File: src/sv/skf_pkg.sv
// shared types, constants and saturation helpers for the scalar kalman filter
// used by skf_mul, skf_div and scalar_kalman_filter; no dependencies
package skf_pkg;

  localparam int FX_W      = 32;
  localparam int FRAC_W    = 16;
  localparam int VAR_W     = FX_W - 1;
  localparam int PROD_W    = 2 * FX_W;
  localparam int NUM_W     = FX_W + FRAC_W;
  localparam int DIV_CNT_W = $clog2(FX_W);
  localparam int CFG_IDX_W = 3;

  typedef logic signed [FX_W-1:0]   fx_t;
  typedef logic        [VAR_W-1:0]  var_t;
  typedef logic signed [FX_W+1:0]   wide_t;
  typedef logic [CFG_IDX_W-1:0]     cfg_idx_t;

  localparam fx_t FX_MAX = {1'b0, {(FX_W-1){1'b1}}};
  localparam fx_t FX_MIN = {1'b1, {(FX_W-1){1'b0}}};
  localparam fx_t FX_ONE = fx_t'(1) << FRAC_W;

  // register map
  localparam cfg_idx_t REG_TRANSITION_GAIN   = cfg_idx_t'(0);
  localparam cfg_idx_t REG_OBSERVATION_GAIN  = cfg_idx_t'(1);
  localparam cfg_idx_t REG_PROCESS_NOISE_VAR = cfg_idx_t'(2);
  localparam cfg_idx_t REG_MEASURE_NOISE_VAR = cfg_idx_t'(3);
  localparam cfg_idx_t REG_PRIOR_MEAN        = cfg_idx_t'(4);
  localparam cfg_idx_t REG_PRIOR_VAR         = cfg_idx_t'(5);

  // reset values, q16.16 (variances unsigned q15.16)
  localparam fx_t  TRANSITION_GAIN_RST   = fx_t'(58982);
  localparam fx_t  OBSERVATION_GAIN_RST  = fx_t'(65536);
  localparam var_t PROCESS_NOISE_VAR_RST = var_t'(16384);
  localparam var_t MEASURE_NOISE_VAR_RST = var_t'(65536);
  localparam fx_t  PRIOR_MEAN_RST        = fx_t'(0);
  localparam var_t PRIOR_VAR_RST         = var_t'(65536);

  function automatic wide_t sx(input fx_t x);
    return wide_t'(x);
  endfunction

  function automatic wide_t zx(input var_t x);
    return wide_t'({1'b0, x});
  endfunction

  // clamp a sum of two fixed point values back to the data width
  function automatic fx_t fx_sat(input wide_t x);
    logic [2:0] hi;
    hi = x[FX_W+1:FX_W-1];
    if (hi == 3'b000 || hi == 3'b111) begin
      return x[FX_W-1:0];
    end else if (hi[2]) begin
      return FX_MIN;
    end else begin
      return FX_MAX;
    end
  endfunction

endpackage

File: src/sv/skf_mul.sv
// shared fixed point multiplier: registered product, then round half up and saturate
// depends on skf_pkg; both the product and the rounded result are registered on the way to res
module skf_mul (
  input  logic         clk,
  input  skf_pkg::fx_t op_a,
  input  skf_pkg::fx_t op_b,
  output skf_pkg::fx_t res
);
  import skf_pkg::*;

  localparam int SHR_W = PROD_W - FRAC_W;

  logic signed [PROD_W-1:0] prod_r;
  logic signed [PROD_W-1:0] rnd;
  logic        [SHR_W-1:0]  shr;
  logic [SHR_W-FX_W:0]      hi;
  fx_t                      res_r;
  fx_t                      res_nxt;

  assign rnd = prod_r + $signed(PROD_W'(1) << (FRAC_W - 1));
  // floor shift is the upper bits of the rounded product
  assign shr = rnd[PROD_W-1:FRAC_W];
  assign hi  = shr[SHR_W-1:FX_W-1];

  always_comb begin
    if ((&hi) || !(|hi)) begin
      res_nxt = shr[FX_W-1:0];
    end else if (hi[SHR_W-FX_W]) begin
      res_nxt = FX_MIN;
    end else begin
      res_nxt = FX_MAX;
    end
  end

  always_ff @(posedge clk) begin
    prod_r <= $signed(PROD_W'(op_a)) * $signed(PROD_W'(op_b));
    res_r  <= res_nxt;
  end

  assign res = res_r;

endmodule

File: src/sv/skf_div.sv
// iterative restoring divider for the gain: one quotient bit a cycle,
// rounded half away from zero and saturated; depends on skf_pkg
module skf_div (
  input  logic          clk,
  input  logic          rst_n,
  input  logic          start,
  input  skf_pkg::fx_t  num,
  input  skf_pkg::var_t den,
  output logic          done,
  output skf_pkg::fx_t  quo
);
  import skf_pkg::*;

  typedef enum logic [2:0] {
    DV_IDLE = 3'b001,
    DV_RUN  = 3'b010,
    DV_FIN  = 3'b100
  } dv_state_t;

  dv_state_t              state_r, state_nxt;
  logic [DIV_CNT_W-1:0]   cnt_r, cnt_nxt;
  logic                   done_r, done_nxt;
  logic                   neg_r, neg_nxt;
  logic                   ovf_r, ovf_nxt;
  var_t                   den_r, den_nxt;
  var_t                   rem_r, rem_nxt;
  logic [FX_W-1:0]        qs_r, qs_nxt;
  fx_t                    quo_r, quo_nxt;

  logic [FX_W-1:0]        mag;
  logic [NUM_W-1:0]       dividend;
  logic [FRAC_W-1:0]      dvd_hi;
  logic [VAR_W:0]         rem_sh;
  logic                   ge;
  logic                   lim;
  logic [FX_W-1:0]        mq;

  // magnitude scaled by one, plus half the divisor for rounding
  assign mag      = num[FX_W-1] ? (~num + FX_W'(1)) : num;
  assign dividend = {mag, FRAC_W'(0)} + NUM_W'(den >> 1);
  assign dvd_hi   = dividend[NUM_W-1:FX_W];

  assign rem_sh = {rem_r, qs_r[FX_W-1]};
  assign ge     = rem_sh >= {1'b0, den_r};

  // quotient above 2^31 clamps before the sign is applied
  assign lim = ovf_r | (qs_r[FX_W-1] & (|qs_r[FX_W-2:0]));
  assign mq  = lim ? FX_MIN : qs_r;

  always_comb begin
    state_nxt = state_r;
    cnt_nxt   = cnt_r;
    done_nxt  = 1'b0;
    neg_nxt   = neg_r;
    ovf_nxt   = ovf_r;
    den_nxt   = den_r;
    rem_nxt   = rem_r;
    qs_nxt    = qs_r;
    quo_nxt   = quo_r;
    case (state_r)
      DV_IDLE: begin
        if (start) begin
          neg_nxt   = num[FX_W-1];
          den_nxt   = den;
          // a high part not below the divisor means at least 2^32
          ovf_nxt   = VAR_W'(dvd_hi) >= den;
          rem_nxt   = VAR_W'(dvd_hi);
          qs_nxt    = dividend[FX_W-1:0];
          cnt_nxt   = DIV_CNT_W'(FX_W - 1);
          state_nxt = DV_RUN;
        end
      end
      DV_RUN: begin
        rem_nxt = ge ? VAR_W'(rem_sh - {1'b0, den_r}) : rem_sh[VAR_W-1:0];
        qs_nxt  = {qs_r[FX_W-2:0], ge};
        cnt_nxt = cnt_r - DIV_CNT_W'(1);
        if (cnt_r == '0) begin
          state_nxt = DV_FIN;
        end
      end
      DV_FIN: begin
        if (neg_r) begin
          quo_nxt = fx_t'(~mq + FX_W'(1));
        end else begin
          quo_nxt = mq[FX_W-1] ? FX_MAX : fx_t'(mq);
        end
        done_nxt  = 1'b1;
        state_nxt = DV_IDLE;
      end
      default: begin
        state_nxt = DV_IDLE;
      end
    endcase
  end

  always_ff @(posedge clk) begin
    if (!rst_n) begin
      state_r <= DV_IDLE;
      done_r  <= 1'b0;
    end else begin
      state_r <= state_nxt;
      done_r  <= done_nxt;
    end
  end

  always_ff @(posedge clk) begin
    cnt_r <= cnt_nxt;
    neg_r <= neg_nxt;
    ovf_r <= ovf_nxt;
    den_r <= den_nxt;
    rem_r <= rem_nxt;
    qs_r  <= qs_nxt;
    quo_r <= quo_nxt;
  end

  assign done = done_r;
  assign quo  = quo_r;

endmodule

File: src/sv/scalar_kalman_filter.sv
// Scalar Kalman filter top level, signed Q16.16 with unsigned Q15.16 variances; depends on
// skf_pkg, skf_mul and skf_div. One observation goes in, one result (posterior mean,
// posterior variance, gain and a zero divisor flag) comes out. Items are handled one at a
// time: in_stall is low only while the sequencer is idle. For each item, ten multiplications
// run through the single multiplier, each in the MUL, RND and WB states, and the gain
// division runs in the bit-serial divider. The first item after reset skips the three
// prediction multiplies, and an item whose innovation variance is zero skips the divider.
// A finished result sits in an output register, so the next observation is taken while the
// previous result is still stalled. Configuration writes are always ready and must only be
// issued while the block is idle; the prior registers are used by the first item after reset
// only.
module scalar_kalman_filter (
  input  logic              clk,
  input  logic              rst_n,
  input  logic              in_valid,
  output logic              in_stall,
  input  skf_pkg::fx_t      in_observation,
  output logic              out_valid,
  input  logic              out_stall,
  output skf_pkg::fx_t      out_post_mean,
  output skf_pkg::var_t     out_post_var,
  output skf_pkg::fx_t      out_gain_out,
  output logic              out_zero_divisor,
  input  logic              cfg_valid,
  output logic              cfg_ready,
  input  skf_pkg::cfg_idx_t cfg_index,
  input  skf_pkg::fx_t      cfg_data
);
  import skf_pkg::*;

  typedef enum logic [5:0] {
    ST_IDLE = 6'b000001,
    ST_MUL  = 6'b000010,
    ST_RND  = 6'b000100,
    ST_WB   = 6'b001000,
    ST_DIV  = 6'b010000,
    ST_OUT  = 6'b100000
  } state_t;

  typedef enum logic [3:0] {
    OP_AM  = 4'd0,  // a * last mean
    OP_AA  = 4'd1,  // a * a
    OP_AAP = 4'd2,  // a^2 * last var
    OP_CM  = 4'd3,  // c * predicted mean
    OP_CC  = 4'd4,  // c * c
    OP_CCP = 4'd5,  // c^2 * predicted var
    OP_PC  = 4'd6,  // predicted var * c
    OP_KE  = 4'd7,  // gain * innovation
    OP_KC  = 4'd8,  // gain * c
    OP_OMP = 4'd9   // (1 - k c) * predicted var
  } op_t;

  state_t state_r, state_nxt;
  op_t    op_r, op_nxt;
  logic   started_r, started_nxt;
  logic   out_valid_r, out_valid_nxt;
  fx_t    last_mean_r, last_mean_nxt;
  var_t   last_var_r, last_var_nxt;

  fx_t    tg_r, og_r, pm0_r;
  var_t   qn_r, rn_r, pv0_r;

  fx_t    y_r, y_nxt;
  fx_t    m_r, m_nxt;
  fx_t    p_r, p_nxt;
  fx_t    e_r, e_nxt;
  fx_t    t_r, t_nxt;
  fx_t    s_r, s_nxt;
  fx_t    k_r, k_nxt;
  logic   zero_r, zero_nxt;
  fx_t    pm_r, pm_nxt;
  var_t   pv_r, pv_nxt;

  fx_t    out_pm_r, out_pm_nxt;
  var_t   out_pv_r, out_pv_nxt;
  fx_t    out_k_r, out_k_nxt;
  logic   out_zero_r, out_zero_nxt;

  fx_t    mul_a, mul_b, mul_res;
  logic   div_start, div_done;
  fx_t    div_quo;
  logic   out_load;

  skf_mul u_mul (
    .clk  (clk),
    .op_a (mul_a),
    .op_b (mul_b),
    .res  (mul_res)
  );

  skf_div u_div (
    .clk   (clk),
    .rst_n (rst_n),
    .start (div_start),
    .num   (mul_res),
    .den   (s_r[VAR_W-1:0]),
    .done  (div_done),
    .quo   (div_quo)
  );

  // operand select for the shared multiplier
  always_comb begin
    case (op_r)
      OP_AM: begin
        mul_a = tg_r;
        mul_b = last_mean_r;
      end
      OP_AA: begin
        mul_a = tg_r;
        mul_b = tg_r;
      end
      OP_AAP: begin
        mul_a = t_r;
        mul_b = $signed({1'b0, last_var_r});
      end
      OP_CM: begin
        mul_a = og_r;
        mul_b = m_r;
      end
      OP_CC: begin
        mul_a = og_r;
        mul_b = og_r;
      end
      OP_CCP: begin
        mul_a = t_r;
        mul_b = p_r;
      end
      OP_PC: begin
        mul_a = p_r;
        mul_b = og_r;
      end
      OP_KE: begin
        mul_a = k_r;
        mul_b = e_r;
      end
      OP_KC: begin
        mul_a = k_r;
        mul_b = og_r;
      end
      default: begin
        mul_a = t_r;
        mul_b = p_r;
      end
    endcase
  end

  always_comb begin
    state_nxt     = state_r;
    op_nxt        = op_r;
    started_nxt   = started_r;
    last_mean_nxt = last_mean_r;
    last_var_nxt  = last_var_r;
    y_nxt         = y_r;
    m_nxt         = m_r;
    p_nxt         = p_r;
    e_nxt         = e_r;
    t_nxt         = t_r;
    s_nxt         = s_r;
    k_nxt         = k_r;
    zero_nxt      = zero_r;
    pm_nxt        = pm_r;
    pv_nxt        = pv_r;
    div_start     = 1'b0;
    out_load      = 1'b0;
    case (state_r)
      ST_IDLE: begin
        if (in_valid) begin
          y_nxt     = in_observation;
          state_nxt = ST_MUL;
          if (started_r) begin
            op_nxt = OP_AM;
          end else begin
            // first item predicts straight from the prior
            m_nxt  = pm0_r;
            p_nxt  = $signed({1'b0, pv0_r});
            op_nxt = OP_CM;
          end
        end
      end
      ST_MUL: begin
        state_nxt = ST_RND;
      end
      ST_RND: begin
        state_nxt = ST_WB;
      end
      ST_WB: begin
        state_nxt = ST_MUL;
        case (op_r)
          OP_AM: begin
            m_nxt  = mul_res;
            op_nxt = OP_AA;
          end
          OP_AA: begin
            t_nxt  = mul_res;
            op_nxt = OP_AAP;
          end
          OP_AAP: begin
            p_nxt  = fx_sat(sx(mul_res) + zx(qn_r));
            op_nxt = OP_CM;
          end
          OP_CM: begin
            e_nxt  = fx_sat(sx(y_r) - sx(mul_res));
            op_nxt = OP_CC;
          end
          OP_CC: begin
            t_nxt  = mul_res;
            op_nxt = OP_CCP;
          end
          OP_CCP: begin
            s_nxt  = fx_sat(sx(mul_res) + zx(rn_r));
            op_nxt = OP_PC;
          end
          OP_PC: begin
            op_nxt = OP_KE;
            if (s_r == '0) begin
              k_nxt    = '0;
              zero_nxt = 1'b1;
            end else begin
              zero_nxt  = 1'b0;
              div_start = 1'b1;
              state_nxt = ST_DIV;
            end
          end
          OP_KE: begin
            pm_nxt = fx_sat(sx(m_r) + sx(mul_res));
            op_nxt = OP_KC;
          end
          OP_KC: begin
            t_nxt  = fx_sat(sx(FX_ONE) - sx(mul_res));
            op_nxt = OP_OMP;
          end
          OP_OMP: begin
            // rounding can push the variance below zero
            pv_nxt        = mul_res[FX_W-1] ? '0 : mul_res[VAR_W-1:0];
            last_mean_nxt = pm_r;
            last_var_nxt  = mul_res[FX_W-1] ? '0 : mul_res[VAR_W-1:0];
            started_nxt   = 1'b1;
            state_nxt     = ST_OUT;
          end
          default: begin
            state_nxt = ST_IDLE;
          end
        endcase
      end
      ST_DIV: begin
        if (div_done) begin
          k_nxt     = div_quo;
          op_nxt    = OP_KE;
          state_nxt = ST_MUL;
        end
      end
      ST_OUT: begin
        if (!out_valid_r || !out_stall) begin
          out_load  = 1'b1;
          state_nxt = ST_IDLE;
        end
      end
      default: begin
        state_nxt = ST_IDLE;
      end
    endcase
  end

  // output register holds a result until its transfer
  assign out_valid_nxt = out_load | (out_valid_r & out_stall);
  assign out_pm_nxt    = out_load ? pm_r : out_pm_r;
  assign out_pv_nxt    = out_load ? pv_r : out_pv_r;
  assign out_k_nxt     = out_load ? k_r : out_k_r;
  assign out_zero_nxt  = out_load ? zero_r : out_zero_r;

  always_ff @(posedge clk) begin
    if (!rst_n) begin
      state_r     <= ST_IDLE;
      op_r        <= OP_AM;
      started_r   <= 1'b0;
      out_valid_r <= 1'b0;
      last_mean_r <= '0;
      last_var_r  <= '0;
    end else begin
      state_r     <= state_nxt;
      op_r        <= op_nxt;
      started_r   <= started_nxt;
      out_valid_r <= out_valid_nxt;
      last_mean_r <= last_mean_nxt;
      last_var_r  <= last_var_nxt;
    end
  end

  always_ff @(posedge clk) begin
    if (!rst_n) begin
      tg_r  <= TRANSITION_GAIN_RST;
      og_r  <= OBSERVATION_GAIN_RST;
      qn_r  <= PROCESS_NOISE_VAR_RST;
      rn_r  <= MEASURE_NOISE_VAR_RST;
      pm0_r <= PRIOR_MEAN_RST;
      pv0_r <= PRIOR_VAR_RST;
    end else if (cfg_valid && cfg_ready) begin
      case (cfg_index)
        REG_TRANSITION_GAIN:   tg_r  <= cfg_data;
        REG_OBSERVATION_GAIN:  og_r  <= cfg_data;
        REG_PROCESS_NOISE_VAR: qn_r  <= cfg_data[VAR_W-1:0];
        REG_MEASURE_NOISE_VAR: rn_r  <= cfg_data[VAR_W-1:0];
        REG_PRIOR_MEAN:        pm0_r <= cfg_data;
        REG_PRIOR_VAR:         pv0_r <= cfg_data[VAR_W-1:0];
        default: begin
        end
      endcase
    end
  end

  always_ff @(posedge clk) begin
    y_r        <= y_nxt;
    m_r        <= m_nxt;
    p_r        <= p_nxt;
    e_r        <= e_nxt;
    t_r        <= t_nxt;
    s_r        <= s_nxt;
    k_r        <= k_nxt;
    zero_r     <= zero_nxt;
    pm_r       <= pm_nxt;
    pv_r       <= pv_nxt;
    out_pm_r   <= out_pm_nxt;
    out_pv_r   <= out_pv_nxt;
    out_k_r    <= out_k_nxt;
    out_zero_r <= out_zero_nxt;
  end

  assign in_stall         = (state_r != ST_IDLE);
  assign cfg_ready        = 1'b1;
  assign out_valid        = out_valid_r;
  assign out_post_mean    = out_pm_r;
  assign out_post_var     = out_pv_r;
  assign out_gain_out     = out_k_r;
  assign out_zero_divisor = out_zero_r;

endmodule

File: config.mk
export PLATFORM = sky130hd
export DESIGN_NAME = scalar_kalman_filter
export DESIGN_NICKNAME = d
export VERILOG_FILES = /design/src/sv/skf_pkg.sv /design/src/sv/skf_mul.sv /design/src/sv/skf_div.sv /design/src/sv/scalar_kalman_filter.sv
export SDC_FILE = /design/constraint.sdc
export NUM_CORES = 2
export LEC_CHECK = 0
export BUFFER_PORTS_ARGS = -buffer_cell sky130_fd_sc_hd__buf_4
export CAP_MARGIN = 30
export CORE_ASPECT_RATIO = 0.7
export CORE_UTILIZATION = 35
export DETAILED_ROUTE_END_ITERATION = 10
export PLACE_DENSITY = 0.52
export REMOVE_ABC_BUFFERS = 1
export SYNTH_ARGS = -nofsm -noshare
export SYNTH_HDL_FRONTEND = slang
export SYNTH_SLANG_ARGS = --single-unit
File: constraint.sdc
create_clock -name clk -period 13.45 [get_ports clk]
set_clock_uncertainty 0.05 [all_clocks]
set_input_delay 2.69 -clock clk [delete_from_list [all_inputs] [get_ports clk]]
set_output_delay 2.69 -clock clk [all_outputs]
set_load 0.005 [all_outputs]
Yosys cells after proc, flatten, opt, wreduce, memory -nomap -nowiden
Cells that the tools add are included.

storage, ports and cells
  output and inout bits = 99
  logic and storage cells = 211
  bits in registers = 881
  bits of input ports = 72

operators by class
  equal/unequal tests = 40
  bitwise logic cells = 6
  reductions and logical operators = 54
  order comparisons = 2
  add/subtract/negate cells = 11
  multiplexer cells = 60
  $mul = 1

operators with widths
  operator                count
  $mux 32                 25
  $pmux 32 s2             5
  $pmux 32 s6             1
  $pmux 32 s4             1
  $mux 31                 4
  $add 32x32->33          3
  $add 64x17->64 const B  1
  $mul 32x32->64          1
  $not 32->32             2
  $pmux 31 s2             1
  $add 48x30->48          1
  $pmux 4 s9              1
  $pmux 6 s6              1
  $sub 18x32->33 const A  1
  $sub 32x32->33          1
  $add 32x1->32 const B   1
  $add 32x2->32 const B   1
  $ge 32x31->1            1
  $logic_not 32->1        1
  $reduce_and 2->1        16
  $ge 16x31->1            1
  $reduce_or 31->1        1
  $sub 31x31->31          1
  $eq 3x3->1 const B      8
  43 further kinds        94

Longest topological paths before layout
  depth in word-level cells = 7
  depth in mapped cells = 39
  depth with buffers taken out = 34

Modules after synthesis
Synthesis repeated with hierarchy kept, for this count alone.

unflattened totals
  cells, all modules = 8618
  area, all modules = 81804.7 µm²

by module, submodules not included
  module                area each (µm²)  instances  cells an instance  seq. area each (µm²)
  skf_mul               38907.3          1          4156               1621.6
  scalar_kalman_filter  32642.6          1          3352               16816.1
  skf_div               10254.8          1          1110               4073.9

Worst setup path before layout
Ideal clock, no wire load.

  path type = register to register
  from = register op_r[0]
  to = register u_mul.prod_r[57]
  library setup time = 79 ps
  arrival = 9320 ps
  cell stages (with the launch flop) = 32
  required time = 13321 ps
  path buffers = 6
  path slack = 4000 ps
  clock period less this slack = 9450 ps
  cell sequence = dfxtp_1 -> buf_2 -> buf_1 -> o211ai_1 -> clkbuf_1 -> clkbuf_1 -> a221oi_1 -> clkbuf_1 -> nor2_1 -> fa_1 -> fa_1 -> fa_1 -> fa_1 -> inv_1 -> fa_1 -> inv_1 -> fa_1 -> fa_1 -> inv_1 -> fa_1 -> inv_1 -> ha_1 -> clkbuf_1 -> nand4_1 -> inv_1 -> and3_1 -> a221o_1 -> a21oi_1 -> o21bai_1 -> a22o_1 -> mux2_4 -> a211oi_2

on the way
  word-level cells in the longest chain between the ends = 4
  elaborated cells on any way between the ends = 15

RTL lines
  element                                                              line                         source
  from (decl)                                                          scalar_kalman_filter.sv:54   op_t op_r, op_nxt;
  from (signal assigned)                                               scalar_kalman_filter.sv:281  op_r <= op_nxt;
  $eq 4x4->1, or another cell as far along                             scalar_kalman_filter.sv:103  case (op_r)
  $reduce_or 3->1 (no line) / $reduce_or 2->1 (equally long branches)  -
  $pmux 32 s6 / $pmux 32 s4 (equally long branches)                    scalar_kalman_filter.sv:103
  $mul 32x32->64 (*)                                                   skf_mul.sv:36                prod_r <= $signed(PROD_W'(op_a)) * $signed(PROD_W'(op_b));
  to (signal assigned)                                                 skf_mul.sv:36
  to (decl)                                                            skf_mul.sv:13                logic signed [PROD_W-1:0] prod_r;

Mark *: on every way between the ends. The rest lies on a longest branch, timed or not.
A chain may end at the register's enable or synchronous reset.

Final worst setup path
  from = register op_r[3]
  to = register u_mul.prod_r[57]

The elaborated chain is that of the path after synthesis.

==> out/qor.yml <==
logic_synthesis:
  yosys-top-cells-area: "fa_1, edfxtp_1, dfxtp_1, nand2_1, ha_1"
  syn_area_um2: 80700
  ys_seq_elements: 866
  synth_edf_count: 517
  yosysMostFrequentCell: "nand2_1"
  synth_top_area_cell: "fa_1"
  synth-main-ff-cell: "edfxtp_1"
  synth_common_cells: "nand2_1, inv_1, fa_1"
  async_flop_share_pct: 0
  synth_warnings: 0
  synth_cell_type_count: 113
  syn-instance-count: 8654
  ys_seq_area_share_pct: 27.9
  synth_top_area_share_pct: 27.0
  avgSynthCellArea_um2: 9.32
sta:
  min_period_ps: 11440
  tns_ps: 0
  finalHoldViolations: 0
  slew_violations: 0
  fmax_ghz: 0.0874
  worst_slew_pin_slew_ps: 1240
  slew_headroom_pct: 17.6
  setup_viol: 0
  rsz0062_at_grt: "no"
  min_period_over_period_pct: 85.1
grt:
  grt_first_pass_wirelength_mm: 476
  gr-usage-met3_pct: 10.5
  grt_usage_pct: 28.7
  grt_most_used_layer: "met1"
  antenna_found_initial: 31
  met1_usage_pct: 43.3
  overflow: 0
  first_global_vias: 64200
  use_met2_pct: 38.1
  grt_max_degree: 78
setup_path:
  end_kind: "flop"
  cp_common_cell: "inv_1"
  critPathMaxFanout: 24
  worstPathRequired_ps: 14010
  slowest_stage: "dfxtp_1"
  arrival_ps: 12000
  cp-start-kind: "flop"
  reg2reg_slack_ps: 2010
  slowest_delay_ps: 930
  path_class: "flop to flop"
layout:
  fillers: 23000
  register_area_um2: 22500
  final-instance-count-excl-fill: 11800
  num-nets-final: 10200
  stdcell_area_um2: 89500
  drive_above_1_share_pct: 8.01
  multi_input_area_um2: 52600
  final_util_pct: 39.1
  syn_to_final_growth_pct: 11.0
clocking:
  cts_tree: "done"
  hold_buffers: 0
  cts_sinks: 866
  cts-root-buf: "clkbuf_16"
  clk_pin_slew_worst_paths_ps: 80
  cts_setup_buffers: 0
  htreeDepth: 3
  cts_buffers: 89
  clockBufferDepth: 3
  clk_latency_ps: 710
  ctsResizeCount: 0
outcome:
  status: "finished, final reports clean"
route:
  ant_nets: 0
  vias_per_cell: 5.57
  routed_wl_mm: 334
  vias: 66000
  wl_per_cell_um: 28.3
  drcViolationCount: 0
  drtIter0Drc: 8684
  drt_pre_antenna_iters: 10
floorplan:
  coreArea_um2: 229000
  pin_count: 171
  die_area_um2: 232000
  initial_core_util_pct: 35.2
  rows: 147
  die_w_um: 576
  fp.dieH_um: 404
placement:
  dpl.hpwl_mm: 263
  numPortBuffers: 169
  placed_cell_area_um2: 86400
  place.gp.congestion: 0.989
  dp.cells: 11700
power:
  p_total_mw: 21.1
  ir_drop_uv: 277
  powerDensity_nw_per_um2: 236
  p_leak_nw: 37.8
worst_hold_path:
  hp-class: "flop to flop"
run:
  maxCapViolCount: 0
[final timing paths]
path | start | end | cells after the start
min reg2reg | pv_r[24] | out_post_var[24] | 0
max reg2reg | op_r[3] | u_mul.prod_r[57] | 33
max | op_r[3] | u_mul.prod_r[57] | 33
min | pv_r[24] | out_post_var[24] | 0
[stage by stage]
step	hold WS, ps	setup WS [ps]
2_1_floorplan	350	2220
3_3_place_gp	355	2150
3_5_place_dp	355	2120
4_1_cts	369	2050
5_1_grt	373	1520
6_report	368	2010
[power breakdown]
part	switching, mW	total (mW)	internal, mW
sequential	0.213	3.45	3.24
combinational	9.97	15.0	5.05
clock	1.18	2.65	1.47
total	11.4	21.1	9.76
[cells by family after synthesis]
group	Yosys count	share of synthesized area [%]
flops	866	27.9
simple gates	2796	14.9
other cells	1	0.00465
compound gates	1611	13.5
mux	20	0.268
fa+ha+maj	1465	32.8
xor+xnor	285	3.10
buf+inv	1610	7.56
[critical path: cells and delay by family (launching register included)]
kind	cells	cell delay (ps)
adder cells (fa/ha/maj)	9	4760
buffers and inverters	10	1940
AO/OA/AOI/OAI	6	1750
AND/OR/NAND/NOR	7	1570
flip-flops	1	930
multiplexers	1	330
[per-layer routing]
metal	share of wire (%)	routed length, um
met1	46	152000
met2	38	129000
met3	13	44700
met4	2.6	8600
met5	0.030	100
[cell usage in the layout, fill, tap and decap left out, types with 17 or more instances in the layout]
master / instances
ha_1: 371
o21a_1: 50
nand4_1: 62
a222oi_1: 29
a221oi_2: 28
nor4_1: 19
dfxtp_1: 348
inv_1: 1157
xor2_1: 108
a211oi_1: 28
nor2b_1: 44
fa_1: 1087
nand3_1: 111
clkbuf_1: 17
and3_1: 37
o31ai_1: 23
a22oi_1: 64
buf_4: 389
a21boi_0: 253
or3_1: 29
a31oi_1: 67
o21ai_0: 298
nand2b_1: 72
a21oi_1: 360
o22a_1: 28
o21bai_1: 35
or2_2: 21
a21o_1: 132
a221o_1: 40
nor2_1: 766
nand2_1: 1403
edfxtp_1: 517
clkbuf_16: 92
and2_1: 70
nand3b_1: 17
nor3_1: 68
xnor2_1: 176
[area by class of cell]
type | instances | area share (%)
inverters | 1163 | 4.88
repair buffers | 404 | 3.55
flip-flops and latches | 866 | 25.1
multi-input cells | 6178 | 58.8
diodes | 9 | 0.0252
clock buffers | 114 | 2.72
clock inverters | 50 | 0.626
well taps | 3054 | 4.27
[flip-flops by register name, summed over array words and instances (netlist names), 32 cells and up]
name	flops
u_mul.res	32
u_mul.prod_r	49
tg_r	32
p_r	32
t_r	32
last_mean_r	32
u_div.qs_r	32
out_gain_out	32
pm0_r	32
y_r	32
pm_r	32
e_r	32
m_r	32
og_r	32
u_div.quo	32
k_r	32
s_r	32
out_post_mean	32
(Power assumes the default switching activity.)
